**src/rtl/es2c_pkg.sv**
```systemverilog
// Shared widths and register map for the epoch-seconds-to-calendar block.
package es2c_pkg;

  localparam int unsigned SEC_W     = 39;
  localparam int unsigned OFFSET_W  = 17;
  localparam int unsigned PADDR_W   = 3;
  localparam int unsigned PDATA_W   = 32;

  localparam int unsigned YEAR_W    = 14;
  localparam int unsigned MONTH_W   = 4;
  localparam int unsigned DAY_W     = 5;
  localparam int unsigned HOUR_W    = 5;
  localparam int unsigned MINUTE_W  = 6;
  localparam int unsigned SECOND_W  = 6;
  localparam int unsigned WEEKDAY_W = 3;
  localparam int unsigned DOY_W     = 9;

  // Register index as seen in paddr above the byte offset
  localparam logic [PADDR_W-3:0] REG_LOCAL_OFFSET = 1'b0;

endpackage

```
**src/rtl/es2c_in_if.sv**
```systemverilog
// Request channel carrying one timestamp into the converter.
interface es2c_in_if;
  logic                               valid;
  logic                               ready;
  logic signed [es2c_pkg::SEC_W-1:0]  seconds_since_epoch;
  logic                               use_local;

  modport source (output valid, seconds_since_epoch, use_local, input ready);
  modport sink   (input valid, seconds_since_epoch, use_local, output ready);
endinterface

```
**src/rtl/es2c_out_if.sv**
```systemverilog
// Request channel carrying one calendar result out of the converter.
interface es2c_out_if;
  logic                                valid;
  logic                                ready;
  logic [es2c_pkg::YEAR_W-1:0]         year;
  logic [es2c_pkg::MONTH_W-1:0]        month;
  logic [es2c_pkg::DAY_W-1:0]          day;
  logic [es2c_pkg::HOUR_W-1:0]         hour;
  logic [es2c_pkg::MINUTE_W-1:0]       minute;
  logic [es2c_pkg::SECOND_W-1:0]       second;
  logic [es2c_pkg::WEEKDAY_W-1:0]      weekday;
  logic [es2c_pkg::DOY_W-1:0]          day_of_year;
  logic                                out_of_range;

  modport source (output valid, year, month, day, hour, minute, second, weekday,
                  day_of_year, out_of_range, input ready);
  modport sink   (input valid, year, month, day, hour, minute, second, weekday,
                  day_of_year, out_of_range, output ready);
endinterface

```
**src/rtl/es2c_apb.sv**
```systemverilog
// APB register file holding the local time zone offset.
module es2c_apb (
  input  logic                                 clk_i,
  input  logic                                 rst_ni,
  input  logic                                 psel,
  input  logic                                 penable,
  input  logic                                 pwrite,
  input  logic [es2c_pkg::PADDR_W-1:0]         paddr,
  input  logic [es2c_pkg::PDATA_W-1:0]         pwdata,
  output logic [es2c_pkg::PDATA_W-1:0]         prdata,
  output logic                                 pready,
  output logic signed [es2c_pkg::OFFSET_W-1:0] offset_o
);

  logic                                 reg_sel;
  logic                                 wr_en;
  logic signed [es2c_pkg::OFFSET_W-1:0] offset_q;

  assign reg_sel = (paddr[es2c_pkg::PADDR_W-1:2] == es2c_pkg::REG_LOCAL_OFFSET);
  assign wr_en   = psel & penable & pwrite & reg_sel;
  assign pready  = 1'b1;

  always_ff @(posedge clk_i or negedge rst_ni) begin
    if (!rst_ni) begin
      offset_q <= '0;
    end else if (wr_en) begin
      offset_q <= pwdata[es2c_pkg::OFFSET_W-1:0];
    end
  end

  // Read back sign-extended
  assign prdata = reg_sel
    ? {{(es2c_pkg::PDATA_W - es2c_pkg::OFFSET_W){offset_q[es2c_pkg::OFFSET_W-1]}}, offset_q}
    : '0;

  assign offset_o = offset_q;

endmodule

```
**src/rtl/epoch_seconds_to_calendar.sv**
```systemverilog
// Eleven register stages, each with a valid bit; the last holds the result at
// out_req_o. Throughput: one request per cycle while out_req_o is ready. A
// stage loads whenever it or any stage after it holds a bubble, so a stalled
// output still lets input flow until every stage is full.
// Reset clears all valid bits and sets the local offset register to 0.
module epoch_seconds_to_calendar (
  input  logic                         clk_i,
  input  logic                         rst_ni,
  input  logic                         psel,
  input  logic                         penable,
  input  logic                         pwrite,
  input  logic [es2c_pkg::PADDR_W-1:0] paddr,
  input  logic [es2c_pkg::PDATA_W-1:0] pwdata,
  output logic [es2c_pkg::PDATA_W-1:0] prdata,
  output logic                         pready,
  es2c_in_if.sink                      in_req_i,
  es2c_out_if.source                   out_req_o
);

  localparam int unsigned NST = 11;

  // Seconds are biased so that 0001-01-01 00:00:00 is zero; the bias is a whole
  // number of days, so the day split below is a plain unsigned division.
  localparam logic signed [39:0] T_BIAS  = 40'sd62135596800;
  localparam logic [38:0]        T_MAX   = 39'd315537897599;

  // 86400 = 128 * 675: shift, then divide by 675 through a floor reciprocal.
  localparam logic [31:0] DAY_RECIP = 32'd3257812230;   // floor(2^41 / 675)
  localparam logic [31:0] DIV_675   = 32'd675;

  // days since 0001-01-01 plus this gives a + 32044 style value of the inverse JD step
  localparam logic [22:0] A_BIAS    = 23'd1753470;
  localparam logic [32:0] B_RECIP   = 33'd229;          // floor(2^25 / 146097)
  localparam logic [24:0] DIV_B     = 25'd146097;
  localparam logic [41:0] W_RECIP   = 42'd599186;       // floor(2^22 / 7)
  localparam logic [21:0] DIV_W     = 22'd7;
  localparam logic [22:0] H_RECIP   = 23'd36;           // floor(2^17 / 3600)
  localparam logic [16:0] DIV_H     = 17'd3600;
  localparam logic [25:0] D_RECIP   = 26'd179;          // floor(2^18 / 1461)
  localparam logic [17:0] DIV_D     = 18'd1461;
  localparam logic [18:0] M_RECIP   = 19'd68;           // floor(2^12 / 60)
  localparam logic [11:0] DIV_MIN   = 12'd60;
  localparam logic [14:0] MO_RECIP  = 15'd13;           // floor(2^11 / 153)
  localparam logic [10:0] DIV_MO    = 11'd153;

  // ------------------------------------------------------------------
  // Configuration
  // ------------------------------------------------------------------
  logic signed [es2c_pkg::OFFSET_W-1:0] offset;

  es2c_apb u_apb (
    .clk_i    (clk_i),
    .rst_ni   (rst_ni),
    .psel     (psel),
    .penable  (penable),
    .pwrite   (pwrite),
    .paddr    (paddr),
    .pwdata   (pwdata),
    .prdata   (prdata),
    .pready   (pready),
    .offset_o (offset)
  );

  // ------------------------------------------------------------------
  // Valid bits and flow control
  // ------------------------------------------------------------------
  logic [NST:1] v_q;
  logic [NST:1] adv;

  // A stage may load when the output drains or a bubble sits at or after it.
  for (genvar k = 1; k <= NST; k++) begin : g_adv
    assign adv[k] = out_req_o.ready | ~(&v_q[NST:k]);
  end

  assign in_req_i.ready = adv[1];

  always_ff @(posedge clk_i or negedge rst_ni) begin
    if (!rst_ni) begin
      v_q <= '0;
    end else begin
      if (adv[1]) begin
        v_q[1] <= in_req_i.valid;
      end
      for (int k = 2; k <= NST; k++) begin
        if (adv[k]) begin
          v_q[k] <= v_q[k-1];
        end
      end
    end
  end

  // ------------------------------------------------------------------
  // Stage 1: apply offset, bias, range check
  // ------------------------------------------------------------------
  logic signed [es2c_pkg::OFFSET_W-1:0] s1_off;
  logic signed [39:0]                   s1_t_d;
  logic                                 s1_oor_d;
  logic [38:0]                          s1_t_q;
  logic                                 s1_oor_q;

  assign s1_off   = in_req_i.use_local ? offset : '0;
  assign s1_t_d   = 40'(in_req_i.seconds_since_epoch) + 40'(s1_off) + T_BIAS;
  assign s1_oor_d = s1_t_d[39] | (s1_t_d[38:0] > T_MAX);

  always_ff @(posedge clk_i) begin
    if (adv[1]) begin
      s1_t_q   <= s1_t_d[38:0];
      s1_oor_q <= s1_oor_d;
    end
  end

  // ------------------------------------------------------------------
  // Stage 2: day quotient estimate
  // ------------------------------------------------------------------
  logic [63:0] s2_prod;
  logic [21:0] s2_qd_q;
  logic [31:0] s2_u_q;
  logic [6:0]  s2_lo_q;
  logic        s2_oor_q;

  assign s2_prod = 64'(s1_t_q[38:7]) * 64'(DAY_RECIP);

  always_ff @(posedge clk_i) begin
    if (adv[2]) begin
      s2_qd_q  <= s2_prod[62:41];
      s2_u_q   <= s1_t_q[38:7];
      s2_lo_q  <= s1_t_q[6:0];
      s2_oor_q <= s1_oor_q;
    end
  end

  // ------------------------------------------------------------------
  // Stage 3: day remainder against the estimate
  // ------------------------------------------------------------------
  logic [31:0] s3_r_d;
  logic [21:0] s3_qd_q;
  logic [10:0] s3_r_q;
  logic [6:0]  s3_lo_q;
  logic        s3_oor_q;

  assign s3_r_d = s2_u_q - 32'(s2_qd_q) * DIV_675;

  always_ff @(posedge clk_i) begin
    if (adv[3]) begin
      s3_qd_q  <= s2_qd_q;
      s3_r_q   <= s3_r_d[10:0];
      s3_lo_q  <= s2_lo_q;
      s3_oor_q <= s2_oor_q;
    end
  end

  // ------------------------------------------------------------------
  // Stage 4: correct the estimate, form day count and second of day
  // ------------------------------------------------------------------
  logic        s4_ge;
  logic [10:0] s4_rr;
  logic [21:0] s4_days_q;
  logic [16:0] s4_sod_q;
  logic        s4_oor_q;

  assign s4_ge = (s3_r_q >= DIV_675[10:0]);
  assign s4_rr = s4_ge ? (s3_r_q - DIV_675[10:0]) : s3_r_q;

  always_ff @(posedge clk_i) begin
    if (adv[4]) begin
      s4_days_q <= s3_qd_q + 22'(s4_ge);
      s4_sod_q  <= {s4_rr[9:0], s3_lo_q};
      s4_oor_q  <= s3_oor_q;
    end
  end

  // ------------------------------------------------------------------
  // Stage 5: estimates for the 400-year cycle, weekday and hour
  // ------------------------------------------------------------------
  logic [22:0] s5_a;
  logic [24:0] s5_xb_d;
  logic [32:0] s5_pb;
  logic [21:0] s5_xw_d;
  logic [41:0] s5_pw;
  logic [22:0] s5_ph;
  logic [24:0] s5_xb_q;
  logic [7:0]  s5_qb_q;
  logic [21:0] s5_xw_q;
  logic [19:0] s5_qw_q;
  logic [16:0] s5_sod_q;
  logic [5:0]  s5_qh_q;
  logic        s5_oor_q;

  assign s5_a    = 23'(s4_days_q) + A_BIAS;
  assign s5_xb_d = {s5_a, 2'b11};                 // 4a + 3
  assign s5_pb   = 33'(s5_xb_d) * B_RECIP;
  assign s5_xw_d = s4_days_q + 22'd1;             // 0001-01-01 is a Monday
  assign s5_pw   = 42'(s5_xw_d) * W_RECIP;
  assign s5_ph   = 23'(s4_sod_q) * H_RECIP;

  always_ff @(posedge clk_i) begin
    if (adv[5]) begin
      s5_xb_q  <= s5_xb_d;
      s5_qb_q  <= s5_pb[32:25];
      s5_xw_q  <= s5_xw_d;
      s5_qw_q  <= s5_pw[41:22];
      s5_sod_q <= s4_sod_q;
      s5_qh_q  <= s5_ph[22:17];
      s5_oor_q <= s4_oor_q;
    end
  end

  // ------------------------------------------------------------------
  // Stage 6: correct century cycle, weekday and hour
  // ------------------------------------------------------------------
  logic [24:0] s6_rb_full;
  logic [18:0] s6_rb0;
  logic        s6_geb;
  logic [18:0] s6_rb;
  logic [21:0] s6_rw_full;
  logic [3:0]  s6_rw0;
  logic        s6_gew;
  logic [3:0]  s6_rw;
  logic [16:0] s6_rh_full;
  logic [12:0] s6_rh0;
  logic        s6_geh;
  logic [12:0] s6_rh;
  logic [7:0]  s6_b_q;
  logic [17:0] s6_xd_q;
  logic [2:0]  s6_w_q;
  logic [4:0]  s6_hour_q;
  logic [11:0] s6_rh_q;
  logic        s6_oor_q;

  assign s6_rb_full = s5_xb_q - 25'(s5_qb_q) * DIV_B;
  assign s6_rb0     = s6_rb_full[18:0];
  assign s6_geb     = (s6_rb0 >= DIV_B[18:0]);
  assign s6_rb      = s6_geb ? (s6_rb0 - DIV_B[18:0]) : s6_rb0;

  assign s6_rw_full = s5_xw_q - 22'(s5_qw_q) * DIV_W;
  assign s6_rw0     = s6_rw_full[3:0];
  assign s6_gew     = (s6_rw0 >= DIV_W[3:0]);
  assign s6_rw      = s6_gew ? (s6_rw0 - DIV_W[3:0]) : s6_rw0;

  assign s6_rh_full = s5_sod_q - 17'(s5_qh_q) * DIV_H;
  assign s6_rh0     = s6_rh_full[12:0];
  assign s6_geh     = (s6_rh0 >= DIV_H[12:0]);
  assign s6_rh      = s6_geh ? (s6_rh0 - DIV_H[12:0]) : s6_rh0;

  always_ff @(posedge clk_i) begin
    if (adv[6]) begin
      s6_b_q    <= s5_qb_q + 8'(s6_geb);
      s6_xd_q   <= {s6_rb[17:2], 2'b11};          // 4c + 3 with c = r / 4
      s6_w_q    <= s6_rw[2:0];
      s6_hour_q <= 5'(s5_qh_q + 6'(s6_geh));
      s6_rh_q   <= s6_rh[11:0];
      s6_oor_q  <= s5_oor_q;
    end
  end

  // ------------------------------------------------------------------
  // Stage 7: estimates for the 4-year cycle and minute
  // ------------------------------------------------------------------
  logic [25:0] s7_pd;
  logic [18:0] s7_pm;
  logic [7:0]  s7_b_q;
  logic [17:0] s7_xd_q;
  logic [7:0]  s7_qd_q;
  logic [2:0]  s7_w_q;
  logic [4:0]  s7_hour_q;
  logic [11:0] s7_rh_q;
  logic [6:0]  s7_qmin_q;
  logic        s7_oor_q;

  assign s7_pd = 26'(s6_xd_q) * D_RECIP;
  assign s7_pm = 19'(s6_rh_q) * M_RECIP;

  always_ff @(posedge clk_i) begin
    if (adv[7]) begin
      s7_b_q    <= s6_b_q;
      s7_xd_q   <= s6_xd_q;
      s7_qd_q   <= s7_pd[25:18];
      s7_w_q    <= s6_w_q;
      s7_hour_q <= s6_hour_q;
      s7_rh_q   <= s6_rh_q;
      s7_qmin_q <= s7_pm[18:12];
      s7_oor_q  <= s6_oor_q;
    end
  end

  // ------------------------------------------------------------------
  // Stage 8: correct 4-year cycle, minute and second
  // ------------------------------------------------------------------
  logic [17:0] s8_rd_full;
  logic [11:0] s8_rd0;
  logic        s8_ged;
  logic [11:0] s8_rd;
  logic [11:0] s8_rs_full;
  logic [6:0]  s8_rs0;
  logic        s8_gem;
  logic [6:0]  s8_rs;
  logic [7:0]  s8_b_q;
  logic [6:0]  s8_d_q;
  logic [8:0]  s8_e_q;
  logic [2:0]  s8_w_q;
  logic [4:0]  s8_hour_q;
  logic [5:0]  s8_min_q;
  logic [5:0]  s8_sec_q;
  logic        s8_oor_q;

  assign s8_rd_full = s7_xd_q - 18'(s7_qd_q) * DIV_D;
  assign s8_rd0     = s8_rd_full[11:0];
  assign s8_ged     = (s8_rd0 >= DIV_D[11:0]);
  assign s8_rd      = s8_ged ? (s8_rd0 - DIV_D[11:0]) : s8_rd0;

  assign s8_rs_full = s7_rh_q - 12'(s7_qmin_q) * DIV_MIN;
  assign s8_rs0     = s8_rs_full[6:0];
  assign s8_gem     = (s8_rs0 >= DIV_MIN[6:0]);
  assign s8_rs      = s8_gem ? (s8_rs0 - DIV_MIN[6:0]) : s8_rs0;

  always_ff @(posedge clk_i) begin
    if (adv[8]) begin
      s8_b_q    <= s7_b_q;
      s8_d_q    <= 7'(s7_qd_q + 8'(s8_ged));
      s8_e_q    <= s8_rd[10:2];                   // days since March 1
      s8_w_q    <= s7_w_q;
      s8_hour_q <= s7_hour_q;
      s8_min_q  <= 6'(s7_qmin_q + 7'(s8_gem));
      s8_sec_q  <= s8_rs[5:0];
      s8_oor_q  <= s7_oor_q;
    end
  end

  // ------------------------------------------------------------------
  // Stage 9: month estimate from the March-based day
  // ------------------------------------------------------------------
  logic [10:0] s9_xm_d;
  logic [14:0] s9_pm;
  logic [10:0] s9_xm_q;
  logic [3:0]  s9_qm_q;
  logic [7:0]  s9_b_q;
  logic [6:0]  s9_d_q;
  logic [8:0]  s9_e_q;
  logic [2:0]  s9_w_q;
  logic [4:0]  s9_hour_q;
  logic [5:0]  s9_min_q;
  logic [5:0]  s9_sec_q;
  logic        s9_oor_q;

  assign s9_xm_d = 11'(s8_e_q) * 11'd5 + 11'd2;
  assign s9_pm   = 15'(s9_xm_d) * MO_RECIP;

  always_ff @(posedge clk_i) begin
    if (adv[9]) begin
      s9_xm_q   <= s9_xm_d;
      s9_qm_q   <= s9_pm[14:11];
      s9_b_q    <= s8_b_q;
      s9_d_q    <= s8_d_q;
      s9_e_q    <= s8_e_q;
      s9_w_q    <= s8_w_q;
      s9_hour_q <= s8_hour_q;
      s9_min_q  <= s8_min_q;
      s9_sec_q  <= s8_sec_q;
      s9_oor_q  <= s8_oor_q;
    end
  end

  // ------------------------------------------------------------------
  // Stage 10: correct month index, keep remainder for the day of month
  // ------------------------------------------------------------------
  logic [10:0] s10_rm_full;
  logic [8:0]  s10_rm0;
  logic        s10_gem;
  logic [8:0]  s10_rm;
  logic [3:0]  s10_m_q;
  logic [7:0]  s10_rm_q;
  logic [7:0]  s10_b_q;
  logic [6:0]  s10_d_q;
  logic [8:0]  s10_e_q;
  logic [2:0]  s10_w_q;
  logic [4:0]  s10_hour_q;
  logic [5:0]  s10_min_q;
  logic [5:0]  s10_sec_q;
  logic        s10_oor_q;

  assign s10_rm_full = s9_xm_q - 11'(s9_qm_q) * DIV_MO;
  assign s10_rm0     = s10_rm_full[8:0];
  assign s10_gem     = (s10_rm0 >= DIV_MO[8:0]);
  assign s10_rm      = s10_gem ? (s10_rm0 - DIV_MO[8:0]) : s10_rm0;

  always_ff @(posedge clk_i) begin
    if (adv[10]) begin
      s10_m_q    <= s9_qm_q + 4'(s10_gem);
      s10_rm_q   <= s10_rm[7:0];
      s10_b_q    <= s9_b_q;
      s10_d_q    <= s9_d_q;
      s10_e_q    <= s9_e_q;
      s10_w_q    <= s9_w_q;
      s10_hour_q <= s9_hour_q;
      s10_min_q  <= s9_min_q;
      s10_sec_q  <= s9_sec_q;
      s10_oor_q  <= s9_oor_q;
    end
  end

  // ------------------------------------------------------------------
  // Stage 11: assemble the date, output register
  // ------------------------------------------------------------------
  logic [15:0] s11_pday;
  logic        s11_jan_feb;
  logic        s11_leap;
  logic [15:0] s11_year16;
  logic [es2c_pkg::YEAR_W-1:0]    s11_year_d;
  logic [es2c_pkg::MONTH_W-1:0]   s11_month_d;
  logic [es2c_pkg::DAY_W-1:0]     s11_day_d;
  logic [es2c_pkg::DOY_W-1:0]     s11_doy_d;
  logic [es2c_pkg::YEAR_W-1:0]    s11_year_q;
  logic [es2c_pkg::MONTH_W-1:0]   s11_month_q;
  logic [es2c_pkg::DAY_W-1:0]     s11_day_q;
  logic [es2c_pkg::HOUR_W-1:0]    s11_hour_q;
  logic [es2c_pkg::MINUTE_W-1:0]  s11_min_q;
  logic [es2c_pkg::SECOND_W-1:0]  s11_sec_q;
  logic [es2c_pkg::WEEKDAY_W-1:0] s11_w_q;
  logic [es2c_pkg::DOY_W-1:0]     s11_doy_q;
  logic                           s11_oor_q;

  // Remainder / 5 through 205 / 1024, exact for the small remainder range
  assign s11_pday    = 16'(s10_rm_q) * 16'd205;
  assign s11_day_d   = s11_pday[14:10] + 5'd1;

  // January and February belong to the next calendar year of the March-based year
  assign s11_jan_feb = (s10_m_q >= 4'd10);
  assign s11_month_d = s11_jan_feb ? (s10_m_q - 4'd9) : (s10_m_q + 4'd3);
  assign s11_year16  = 16'(s10_b_q) * 16'd100 + 16'(s10_d_q) + 16'(s11_jan_feb)
                     - 16'd4800;
  assign s11_year_d  = s11_year16[es2c_pkg::YEAR_W-1:0];

  // Leap test of the March-based year: divisible by 4 via d, by 100 when d is
  // zero, and then by 400 via the century count b.
  assign s11_leap    = (s10_d_q[1:0] == 2'b00) &&
                       ((s10_d_q != 7'd0) || (s10_b_q[1:0] == 2'b00));
  assign s11_doy_d   = s11_jan_feb ? (s10_e_q - 9'd306)
                                   : (s10_e_q + 9'd59 + 9'(s11_leap));

  // Zero every calendar field of a result that falls outside years 1 to 9999
  always_ff @(posedge clk_i) begin
    if (adv[11]) begin
      s11_oor_q   <= s10_oor_q;
      s11_year_q  <= s10_oor_q ? '0 : s11_year_d;
      s11_month_q <= s10_oor_q ? '0 : s11_month_d;
      s11_day_q   <= s10_oor_q ? '0 : s11_day_d;
      s11_hour_q  <= s10_oor_q ? '0 : s10_hour_q;
      s11_min_q   <= s10_oor_q ? '0 : s10_min_q;
      s11_sec_q   <= s10_oor_q ? '0 : s10_sec_q;
      s11_w_q     <= s10_oor_q ? '0 : s10_w_q;
      s11_doy_q   <= s10_oor_q ? '0 : s11_doy_d;
    end
  end

  assign out_req_o.valid        = v_q[NST];
  assign out_req_o.year         = s11_year_q;
  assign out_req_o.month        = s11_month_q;
  assign out_req_o.day          = s11_day_q;
  assign out_req_o.hour         = s11_hour_q;
  assign out_req_o.minute       = s11_min_q;
  assign out_req_o.second       = s11_sec_q;
  assign out_req_o.weekday      = s11_w_q;
  assign out_req_o.day_of_year  = s11_doy_q;
  assign out_req_o.out_of_range = s11_oor_q;

endmodule
```
**src/flat_wrapper.sv**
```systemverilog
// flat-port wrapper written by rule: the top's interface ports become plain ports
module epoch_seconds_to_calendar_flat 
  (clk_i, rst_ni, psel, penable, pwrite, paddr, pwdata, prdata, pready, in_req_i_valid, in_req_i_seconds_since_epoch, in_req_i_use_local, in_req_i_ready, out_req_o_valid, out_req_o_year, out_req_o_month, out_req_o_day, out_req_o_hour, out_req_o_minute, out_req_o_second, out_req_o_weekday, out_req_o_day_of_year, out_req_o_out_of_range, out_req_o_ready);
  es2c_in_if in_req_i_i ();
  es2c_out_if out_req_o_i ();
  input  logic clk_i;
  input  logic rst_ni;
  input  logic psel;
  input  logic penable;
  input  logic pwrite;
  input  logic [es2c_pkg::PADDR_W-1:0] paddr;
  input  logic [es2c_pkg::PDATA_W-1:0] pwdata;
  output logic [es2c_pkg::PDATA_W-1:0] prdata;
  output logic pready;
  input wire logic [$bits(in_req_i_i.valid)-1:0] in_req_i_valid;
  input wire logic [$bits(in_req_i_i.seconds_since_epoch)-1:0] in_req_i_seconds_since_epoch;
  input wire logic [$bits(in_req_i_i.use_local)-1:0] in_req_i_use_local;
  output wire logic [$bits(in_req_i_i.ready)-1:0] in_req_i_ready;
  output wire logic [$bits(out_req_o_i.valid)-1:0] out_req_o_valid;
  output wire logic [$bits(out_req_o_i.year)-1:0] out_req_o_year;
  output wire logic [$bits(out_req_o_i.month)-1:0] out_req_o_month;
  output wire logic [$bits(out_req_o_i.day)-1:0] out_req_o_day;
  output wire logic [$bits(out_req_o_i.hour)-1:0] out_req_o_hour;
  output wire logic [$bits(out_req_o_i.minute)-1:0] out_req_o_minute;
  output wire logic [$bits(out_req_o_i.second)-1:0] out_req_o_second;
  output wire logic [$bits(out_req_o_i.weekday)-1:0] out_req_o_weekday;
  output wire logic [$bits(out_req_o_i.day_of_year)-1:0] out_req_o_day_of_year;
  output wire logic [$bits(out_req_o_i.out_of_range)-1:0] out_req_o_out_of_range;
  input wire logic [$bits(out_req_o_i.ready)-1:0] out_req_o_ready;
  assign in_req_i_i.valid = in_req_i_valid;
  assign in_req_i_i.seconds_since_epoch = in_req_i_seconds_since_epoch;
  assign in_req_i_i.use_local = in_req_i_use_local;
  assign in_req_i_ready = in_req_i_i.ready;
  assign out_req_o_valid = out_req_o_i.valid;
  assign out_req_o_year = out_req_o_i.year;
  assign out_req_o_month = out_req_o_i.month;
  assign out_req_o_day = out_req_o_i.day;
  assign out_req_o_hour = out_req_o_i.hour;
  assign out_req_o_minute = out_req_o_i.minute;
  assign out_req_o_second = out_req_o_i.second;
  assign out_req_o_weekday = out_req_o_i.weekday;
  assign out_req_o_day_of_year = out_req_o_i.day_of_year;
  assign out_req_o_out_of_range = out_req_o_i.out_of_range;
  assign out_req_o_i.ready = out_req_o_ready;
  epoch_seconds_to_calendar u_core (.clk_i(clk_i), .rst_ni(rst_ni), .psel(psel), .penable(penable), .pwrite(pwrite), .paddr(paddr), .pwdata(pwdata), .prdata(prdata), .pready(pready), .in_req_i(in_req_i_i), .out_req_o(out_req_o_i));
endmodule
```
**config.mk**
```make
export PLATFORM = sky130hd
export DESIGN_NAME = epoch_seconds_to_calendar_flat
export DESIGN_NICKNAME = d
export VERILOG_FILES = /design/src/rtl/es2c_pkg.sv /design/src/rtl/es2c_in_if.sv /design/src/rtl/es2c_out_if.sv /design/src/rtl/es2c_apb.sv /design/src/rtl/epoch_seconds_to_calendar.sv /design/src/flat_wrapper.sv
export SDC_FILE = /design/constraint.sdc
export NUM_CORES = 2
export LEC_CHECK = 0
export BUFFER_PORTS_ARGS = -buffer_cell sky130_fd_sc_hd__buf_2
export CAP_MARGIN = 20
export CORE_ASPECT_RATIO = 1.4
export CORE_MARGIN = 5
export CORE_UTILIZATION = 50
export DETAILED_ROUTE_END_ITERATION = 12
export GPL_TIMING_DRIVEN = 1
export MAX_ROUTING_LAYER = met4
export PLACE_DENSITY = 0.66
export SLEW_MARGIN = 10
export SYNTH_ARGS = -nofsm -noshare
export SYNTH_HDL_FRONTEND = slang
export SYNTH_SLANG_ARGS = --single-unit
```
**constraint.sdc**
```tcl
create_clock -name clk_i -period 15.1 [get_ports clk_i]
set_input_delay 2.265 -clock clk_i [delete_from_list [all_inputs] [get_ports clk_i]]
set_output_delay 2.265 -clock clk_i [all_outputs]
set_load 0.01 [all_outputs]
```
==> results.yml <==
run_status:
  status: "complete, no violations"
run:
  cap_violations: 0
yosys:
  synth_most_common_cell: "ha_1"
  synth_edf_count: 521
  synth_top_area_cell: "edfxtp_1"
  syn-num-nets: 6425
  synth_seq_cells: 549
  synth_warnings: 0
  synth_ff_type: "edfxtp_1"
  synth_top_area_share_pct: 28.7
  synth.area.top_cells: "edfxtp_1, ha_1, fa_1, inv_1, xnor2_1"
  avgSynthCellArea_um2: 11.4
  ys_async_sr_fraction_pct: 5.10
  yosys-top-cells-count: "ha_1, inv_1, edfxtp_1"
  syn_inst: 4781
  ys_seq_area_share_pct: 30.0
  ys_types: 110
  syn_area_mm2: 0.0545
sta:
  setup_viol: 0
  slew_violations: 0
  clock_skew_ns: 0.0430
  finalCriticalPeriod_ns: 8.01
  max_freq_mhz: 125
  slew_headroom_pct: 28.5
  period_share_pct: 53.0
  final.setup.tns_ns: 0
  setup_ws_ns: 7.09
  finalHoldViolCount: 0
  grt_setup_unrepaired: "false"
  worst_pin_slew_ns: 1.07
  hold_slack_ns: 0.407
clock_network:
  cts.sinks: 549
  clk_pin_slew_ns: 0.06
  clockRootBuffer: "clkbuf_16"
  cts_resized: 0
  clk_path_buf_depth: 3
  cts_buffers: 56
  insertion_delay_ns: 0.63
  cts_htree_levels: 2
  cts_tree: "done"
  holdBufCountCts: 0
  postCtsSetupBuffers: 0
setup_path:
  r2r_setup_slack_ns: 7.09
  cp.arrival_ns: 8.43
  critical_path_peak_fanout: 11
  reg2reg_depth: 24
  crit_start: "u_core.s1_t_q[11]"
  criticalPathCategory: "flip-flop to flip-flop"
  rr_startpoint: "u_core.s1_t_q[11]"
  reg2reg_to: "u_core.s2_qd_q[19]"
  cp_data_required_time_ns: 15.52
  endpoint: "u_core.s2_qd_q[19]"
  startpoint_type: "flip-flop"
  end_kind: "flip-flop"
global_route:
  antenna_found_initial: 0
  gr-total-overflow: 0
  grt_max_degree: 61
  grt_pass1_vias: 35526
  grt_pass1_wl_um: 176000
  grtUsageTotal_pct: 19.3
die:
  io_pins: 170
  fp.dieW_um: 289
  initial_core_util_pct: 50.2
  die-area_mm2: 0.116
  die_h_um: 401
  rows: 143
  core_area_mm2: 0.108
layout:
  drive_above_1_share_pct: 7.31
  num-fill-cells: 9456
  area_growth_pct: 8.09
  fin_area_mm2: 0.0589
  fin_nets: 6608
  seq_area_mm2: 0.0163
  multi_input_area_mm2: 0.0340
  diodes: 0
drt:
  via_per_inst: 5.14
  wirelength_um: 105000
  ant_nets: 0
  drc: 0
  wl_per_cell_um: 16.3
  first_pass_iters: 5
  via_count: 33179
  drt-initial-drc-count: 991
placed_design:
  post-place-ws_ns: 7.02
  port_buffers: 151
  routabilityCongestion: 0.899
  dpl_cell_area_mm2: 0.0570
  dp.final_hpwl_um: 88700
worst_hold_path:
  hp-class: "flip-flop to flip-flop"
[per-stage QoR]
stage	cells	util [%]
finish	6458	54.3
global route	6458	54.3
CTS	6457	54.3
detailed placement	6355	52.5
global placement	6355	52.5
floorplan	4781	-
[area by class of cell]
class / instances / share of cell area (%)
clock inverter: 41 / 0.778
clock buffer: 61 / 2.45
timing repair buffer: 172 / 1.57
inverter: 1030 / 6.57
sequential: 549 / 27.8
multi-input combinational: 3155 / 57.8
tap: 1450 / 3.08
[sequential cells by signal, indices dropped and copies added, names as in the netlist, 10 cells and up]
register / count
u_core.out_req_o.year: 14
u_core.s3_r_q: 11
u_core.v_q: 11
u_core.s6_xd_q: 16
u_core.s3_qd_q: 22
u_core.s4_days_q: 22
u_core.s2_qd_q: 22
u_core.s1_t_q: 39
u_core.u_apb.offset_o: 17
u_core.s2_u_q: 11
u_core.s4_sod_q: 17
u_core.s6_rh_q: 12
u_core.s7_xd_q: 10
u_core.s5_sod_q: 13
u_core.s5_xb_q: 17
[routing by layer]
| layer | global-route usage [%] | share of wire [%] |
|---|---|---|
| met1 | 20.2 | 37 |
| met3 | 1.85 | 2.6 |
| met4 | 6.66 | 4.1 |
| met2 | 37.1 | 56 |
| met5 | - | 0 |
[worst min-delay path by stage]
stage,to,startpoint,cells after the start,slack (ns)
2_1_floorplan,u_core.s10_b_q[0],u_core.s9_b_q[0],0,0.40
3_3_place_gp,u_core.s3_qd_q[21],u_core.s2_qd_q[21],0,0.40
3_5_place_dp,u_core.s10_b_q[0],u_core.s9_b_q[0],0,0.40
4_1_cts,u_core.s7_oor_q,u_core.s6_oor_q,0,0.40
5_1_grt,u_core.s9_sec_q[4],u_core.s8_sec_q[4],0,0.42
6_report,u_core.s7_oor_q,u_core.s6_oor_q,0,0.41
[critical path, stage by stage, from the launching register on]
cell	delay [ns]
edfxtp_1	0.78
fa_1	0.58
ha_1	0.28
inv_1	0.06
fa_1	0.49
fa_1	0.43
fa_1	0.54
inv_1	0.05
fa_1	0.49
fa_1	0.54
inv_1	0.05
fa_1	0.55
inv_1	0.06
ha_1	0.31
nand4_1	0.11
nor4_1	0.35
o221ai_1	0.21
o211a_1	0.28
a21oi_1	0.37
o2111ai_1	0.20
a21oi_1	0.23
o21ai_1	0.11
a21boi_1	0.32
o21ai_0	0.13
a221oi_1	0.28
[placed cells by master, fill, tap and decap left out, types with 28 or more instances in the layout]
master / count
a21o_1: 62
a21oi_1: 148
buf_2: 151
clkbuf_16: 56
dfrtp_1: 28
edfxtp_1: 521
fa_1: 514
ha_1: 1048
inv_1: 1025
nand2_1: 148
nand2b_1: 41
nand3_1: 44
nand4_1: 32
nor2_1: 174
nor2b_1: 68
nor3_1: 39
o21a_1: 34
o21ai_0: 85
xnor2_1: 253
xor2_1: 115
[logic make-up (layout without fill, tap and decap cells)]
| kind of cell | count (synthesis) | in the layout | share of synthesized area, % |
|---|---|---|---|
| adders and majority gates | 1562 | 1562 | 43.0 |
| buffers and inverters | 1077 | 1304 | 7.57 |
| and+or+nand+nor | 668 | 668 | 6.17 |
| DFF | 549 | 549 | 30.0 |
| AOI/OAI and AO/OA | 522 | 522 | 6.58 |
| xor gates and xnor gates | 377 | 377 | 6.21 |
| muxes | 25 | 25 | 0.510 |
| other | 1 | 1 | 0.00688 |
Power is not shown: default switching activity piles up to over one toggle a cycle in this logic, so the estimate is an artifact.
